===== config.mk =====
export PLATFORM = sky130hd
export DESIGN_NAME = tvs_ctrl
export DESIGN_NICKNAME = d
export VERILOG_FILES = /design/src/hw/rtl/tvs_pkg.sv /design/src/hw/rtl/tvs_ctrl.sv
export SDC_FILE = /design/constraint.sdc
export NUM_CORES = 1
export LEC_CHECK = 0
export BUFFER_PORTS_ARGS = -buffer_cell sky130_fd_sc_hd__buf_2
export CORE_MARGIN = 2
export CORE_UTILIZATION = 32
export DETAILED_ROUTE_END_ITERATION = 12
export PLACE_DENSITY = 0.57
export SLEW_MARGIN = 20
export SYNTH_ARGS = -nofsm -noshare
export SYNTH_HDL_FRONTEND = slang
export SYNTH_SLANG_ARGS = --single-unit

===== constraint.sdc =====
create_clock -name clk -period 4.3 [get_ports clk]
set_input_delay 1.075 -clock clk [delete_from_list [all_inputs] [get_ports clk]]
set_output_delay 1.075 -clock clk [all_outputs]
set_load 0.05 [all_outputs]

===== src/hw/rtl/tvs_pkg.sv =====
`default_nettype none

package tvs_pkg;

  localparam int TREE_W    = 8;
  localparam int DOC_W     = 31;
  localparam int VOTE_W    = 9;
  localparam int TOP_W     = 7;
  localparam int TCNT_W    = 9;
  localparam int KEY_W     = DOC_W + TREE_W;
  localparam int ENTRY_W   = DOC_W + VOTE_W;
  localparam int IN_W      = 40;
  localparam int HIST_SIZE = 257;
  localparam int HIST_AW   = 9;
  localparam int VOTE_CAP  = 256;
  localparam int CFG_AW    = 1;
  localparam int CFG_DW    = 9;

  localparam logic [CFG_AW-1:0] REG_TOP_COUNT  = 1'd0;
  localparam logic [CFG_AW-1:0] REG_TREE_COUNT = 1'd1;

  localparam logic [TOP_W-1:0]  TOP_COUNT_RST  = 7'd16;
  localparam logic [TCNT_W-1:0] TREE_COUNT_RST = 9'd256;

  typedef enum logic [4:0] {
    S_LOAD,
    S_HCLR,
    S_PASS_CHK,
    S_RUN_INIT,
    S_MRD,
    S_MWR,
    S_VOTE_INIT,
    S_VRD,
    S_VPROC,
    S_FRD,
    S_FWR,
    S_WALK_INIT,
    S_WRD,
    S_WCHK,
    S_EMIT_INIT,
    S_ERD,
    S_ECHK,
    S_EOUT,
    S_EMPTY
  } tvs_state_t;

  typedef struct packed {
    logic load;
    logic hclr;
    logic pass_chk;
    logic run_init;
    logic pass_end;
    logic merge_wr;
    logic vote_init;
    logic vote_proc;
    logic fin_sel;
    logic fin_wr;
    logic walk_init;
    logic walk_step;
    logic walk_stop;
    logic emit_init;
    logic emit_skip;
    logic emit_out;
    logic empty_out;
  } tvs_cmd_t;

  typedef struct packed {
    logic in_last;
    logic hclr_last;
    logic sort_more;
    logic lo_lt_n;
    logic run_last;
    logic n_zero;
    logic grp_change;
    logic vote_last;
    logic all_read;
    logic walk_go;
    logic total_zero;
    logic match;
    logic scan_end;
    logic out_free;
    logic res_last;
  } tvs_stat_t;

endpackage

`default_nettype wire


===== src/hw/rtl/tvs_ctrl.sv =====
`default_nettype none

module tvs_ctrl import tvs_pkg::*; (
  input  wire logic      clk,
  input  wire logic      rst,
  input  wire tvs_stat_t stat,
  output tvs_cmd_t       cmd
);

  tvs_state_t state, state_next;

  always_ff @(posedge clk) begin
    if (rst) begin
      state <= S_LOAD;
    end else begin
      state <= state_next;
    end
  end

  always_comb begin
    state_next = state;
    unique case (state)
      S_LOAD:      if (stat.in_last) state_next = S_HCLR;
      S_HCLR:      if (stat.hclr_last) state_next = S_PASS_CHK;
      S_PASS_CHK:  state_next = stat.sort_more ? S_RUN_INIT : S_VOTE_INIT;
      S_RUN_INIT:  state_next = stat.lo_lt_n ? S_MRD : S_PASS_CHK;
      S_MRD:       state_next = S_MWR;
      S_MWR:       state_next = stat.run_last ? S_RUN_INIT : S_MRD;
      S_VOTE_INIT: state_next = stat.n_zero ? S_WALK_INIT : S_VRD;
      S_VRD:       state_next = S_VPROC;
      S_VPROC: begin
        if (stat.grp_change || stat.vote_last) state_next = S_FRD;
        else state_next = S_VRD;
      end
      S_FRD:       state_next = S_FWR;
      S_FWR:       state_next = stat.all_read ? S_WALK_INIT : S_VRD;
      S_WALK_INIT: state_next = S_WRD;
      S_WRD:       state_next = S_WCHK;
      S_WCHK:      state_next = stat.walk_go ? S_WRD : S_EMIT_INIT;
      S_EMIT_INIT: state_next = stat.total_zero ? S_EMPTY : S_ERD;
      S_ERD:       state_next = S_ECHK;
      S_ECHK: begin
        if (stat.match) state_next = S_EOUT;
        else if (stat.scan_end) state_next = S_LOAD;
        else state_next = S_ERD;
      end
      S_EOUT: begin
        if (stat.out_free) begin
          if (stat.res_last || stat.scan_end) state_next = S_LOAD;
          else state_next = S_ERD;
        end
      end
      S_EMPTY:     if (stat.out_free) state_next = S_LOAD;
      default:     state_next = S_LOAD;
    endcase
  end

  always_comb begin
    cmd = '0;
    unique case (state)
      S_LOAD:      cmd.load = 1'b1;
      S_HCLR:      cmd.hclr = 1'b1;
      S_PASS_CHK:  cmd.pass_chk = 1'b1;
      S_RUN_INIT: begin
        cmd.run_init = stat.lo_lt_n;
        cmd.pass_end = !stat.lo_lt_n;
      end
      S_MRD:       cmd = '0;
      S_MWR:       cmd.merge_wr = 1'b1;
      S_VOTE_INIT: cmd.vote_init = 1'b1;
      S_VRD:       cmd = '0;
      S_VPROC:     cmd.vote_proc = !stat.grp_change;
      S_FRD:       cmd.fin_sel = 1'b1;
      S_FWR: begin
        cmd.fin_sel = 1'b1;
        cmd.fin_wr  = 1'b1;
      end
      S_WALK_INIT: cmd.walk_init = 1'b1;
      S_WRD:       cmd = '0;
      S_WCHK: begin
        cmd.walk_step = stat.walk_go;
        cmd.walk_stop = !stat.walk_go;
      end
      S_EMIT_INIT: cmd.emit_init = 1'b1;
      S_ERD:       cmd = '0;
      S_ECHK:      cmd.emit_skip = !stat.match;
      S_EOUT:      cmd.emit_out = stat.out_free;
      S_EMPTY:     cmd.empty_out = stat.out_free;
      default:     cmd = '0;
    endcase
  end

endmodule

`default_nettype wire


# Word level (Yosys, flattened, before mapping)
# Cells that the tools add are included.
dict set report totals {
  reg_bits 5
  wordCells 63
}
dict set report op_classes {
  eq_ne 22
  mux 31
  reduce_logical 9
}
# cell n
set ops {}
lappend ops {{5-bit one-hot mux with 19 select lines} 1}
lappend ops {{5-bit by 4-bit equality test with 1-bit output, second input constant} 8}
lappend ops {{5-bit two-way mux} 6}
lappend ops {{5-bit by 3-bit equality test with 1-bit output, second input constant} 4}
lappend ops {{4-bit two-way mux} 5}
lappend ops {{5-bit equality test, second input constant} 3}
lappend ops {{1-bit two-way mux} 13}
lappend ops {{5-bit by 2-bit equality test with 1-bit output, second input constant} 2}
lappend ops {{3-bit two-way mux} 3}
lappend ops {{2-bit != test, second input constant} 4}
lappend ops {{2-bit two-way mux} 3}
lappend ops {{5-bit by 1-bit equality test with 1-bit output, second input constant} 1}
lappend ops {{5-bit zero test} 1}
lappend ops {{1-bit zero test} 4}
lappend ops {{4-bit AND reduction} 1}
lappend ops {{1-bit logical OR} 2}
lappend ops {{2-bit OR reduction} 1}

# Depth between registers and ports, before layout
dict set report logic_depth {
  word_depth 4
  ltp_mapped 6
  ltp_nobuf 4
}

# Least setup slack after synthesis
# No wires, ideal clock.
dict set report synth_path {
  path_kind {input to output}
  startpoint {in stat[5] in the netlist's numbering}
  endpoint {out cmd[4] in the netlist's numbering}
  arrival_time_ps 2628
  path_slack_ps 597
  path_stages 1
  path_buffers 0
  cell_sequence {nor4_1}
}
dict set report synth_between {
  elab_chain_len 2
}
# element line
set synth_lines {}
lappend synth_lines {{start, declared} tvs_ctrl.sv:6} ;# input wire tvs_stat_t stat,
lappend synth_lines {{1-bit zero test} tvs_ctrl.sv:82} ;# cmd.walk_stop = !stat.walk_go;
lappend synth_lines {{2-bit two-way mux} tvs_ctrl.sv:60} ;# unique case (state)
lappend synth_lines {{end, declared} tvs_ctrl.sv:7} ;# output tvs_cmd_t cmd
# Every way passes these cells.

==> impl_results.md <==
- Die area: 2710 sq um
- H-tree level count: 1
- Number of flip-flops in the largest register: 5
- Status: completed
- PwrDens: 272 nW/um^2
- Commonest cells post-synth: nor2_1, nor3_1, nand2b_1
- R2R depth: 4
- Fin crit share: 72.6%
- Post-CTS setup buffers: 0
- Diodes inserted: 0
- IO buf count: 33
- Largest register by flop count: state
- Mapped Cells: 109
- Setup TNS: 0 ns
- Final hold slack: 0.839 ns
- Max-slew headroom: 50.9%
- Post-CTS Hold Buffers: 0
- Drt drc: 0
- Num CTS Buffers: 3
- Lkg Pwr: 0.403 nW
- Hpwl dp: 1700 um
- Fin cells: 164
- Clk_lat worst skew: 0.24 ns
- Fin Clk Skew: 0.00473 ns
- Largest net degree at the start of global routing: 25
- Maximum vdd ir drop: 0.149 mV
- GPL Wtd Cong: 0.875
- Area grow syn2layout: 24.6%
- Mapped Area: 738 sq um
- Syn_nets: 126
- Initial DRC count: 25
- Routed via count: 937
- Final WL: 2280 um
- Number of distinct library cells after synthesis: 40
- Initial antenna violation count: 0
- Post-synth EDFFs: 0
- Rows: 17
- CP endpoint kind: primary output
- Initial Utilization: 33.7%
- Ys flop type: dfxtp_1
- Min-delay worst type: reg2reg
- Yosys reg bits: 5
- Core box area: 2190 sq um
- Crit path max fanout: 24
- Share of layout cells above drive strength 1: 29.4%
- Count leader, synth: nor2_1
- Worst-Margin Slew: 0.736 ns
- Cts repair resizes: 0
- Fmax: 321 MHz
- Avg WL per Cell: 13.9 um
- Register area share after synthesis: 13.6%
- Final setup fails: 0
- Sink Count: 5
- First-pass GRT wire length: 3620 um
- Drt first pass iters: 4
- Startpoint Class: flop
- Number of global-route vias before repair: 876
- Final count of hold timing violations: 0
- Post-route antenna net violation count: 0
- Hold depth: 2
- Clock transition at path regs: 0.04 ns
- # IOs: 34
- Grt total ovfl: 0
- Avg Cell Area, Syn: 6.77 sq um
- Die Y: 52.0 um
- Critical path class: reg2out
- Yosys warns: 0
- Synth area leader: dfxtp_1
- Largest cells by area after synthesis: dfxtp_1, nor2_1, nor3_1
- Unrepaired setup endpoints after global routing: no
- Slew Limit Fails: 0
- Min cycle time layout: 3.12 ns
- Critical Path RT: 3.22 ns
- GRT Total Usage: 17.1%
- Largest registers: state (5)
- Async set-reset flop share out of synthesis: 0%
- Clk root buf: clkbuf_4
- Clk buf depth: 2
- TritonCTS clock tree: built
- Nets@finish: 154
- Vias/cell: 5.71
- Placed instance count: 160
- Max-cap violations: 0
- Post-synth top area share: 13.6%
- Die width: 52.0 um
- WP data arrival: 2.04 ns
-- cell usage in the layout, fill, tap and decap left out, types with 2 or more instances in the layout --
cell      synthesis  routed
nand3_1           2       2
nor3_1           11      11
nand2_1           3       3
a211oi_1          3       3
a22o_1            2       2
nand2b_1          6       6
o31a_1            2       2
a21oi_1           5       5
o21ai_1           3       3
o22ai_1           2       2
nor2_1           16      16
inv_1             3       3
a31oi_1           2       2
or3_1             2       2
clkbuf_4          0       3
o21a_1            2       2
nor2b_1           3       3
dfxtp_1           5       5
nor4_1            3       3
nor3b_1           2       2
o21ai_0           3       3
and2_1            4       4
buf_2             3      33
-- cell type report --
type | count | area (sq um)
clock buffer | 4 | 26.3
fill | 263 | 1270
inverter | 3 | 11.3
multi-input combinational | 91 | 582
sequential | 5 | 100
tap | 28 | 35.0
timing repair buffer | 33 | 165
-- logic make-up after synthesis --
family,synth area share (%)
compound gates,33.7
flops,13.6
mux,1.36
simple gates,43.7
buf+inv,7.63
-- where the power goes --
group          internal [mW]  switching [mW]  total, mW
clock network         0.0350          0.0184     0.0535
registers             0.0510          0.0249     0.0759
logic                 0.0448          0.0756      0.120
-- per-layer routing --
| layer | track usage (%) | up-vias | share of wire (%) |
|---|---|---|---|
| li1 | - | 460 | - |
| met1 | 20.3 | 446 | 44 |
| met2 | 30.4 | 29 | 50 |
| met3 | 2.59 | 2 | 5.4 |
| met4 | 6.58 | 0 | 0.31 |
| met5 | 0 | - | 0 |
-- critical path, cell delays in order (launching register included) --
cell	delay, ns
dfxtp_1	0.79
nand2b_1	0.38
a211oi_1	0.32
buf_2	0.30
-- path summary, 6_finish.rpt --
path | start | end | slack, ns
max | state[0] | cmd[8] | 1.18
min | state[4] | state[4] | 0.84
max reg2reg | state[4] | state[1] | 2.14
min reg2reg | state[4] | state[4] | 0.84
-- stage by stage --
step	power, mW	utilization [%]	worst slack (ns)	area, sq um
2_1_floorplan	0.167	-	0.597	738
3_3_place_gp	0.194	40.8	1.44	893
3_5_place_dp	0.195	40.8	1.45	893
4_1_cts	0.252	42.0	1.18	920
5_1_grt	0.266	42.0	1.03	920
6_report	0.250	42.0	1.18	920
Note: power is estimated with default switching activity, not from simulation.
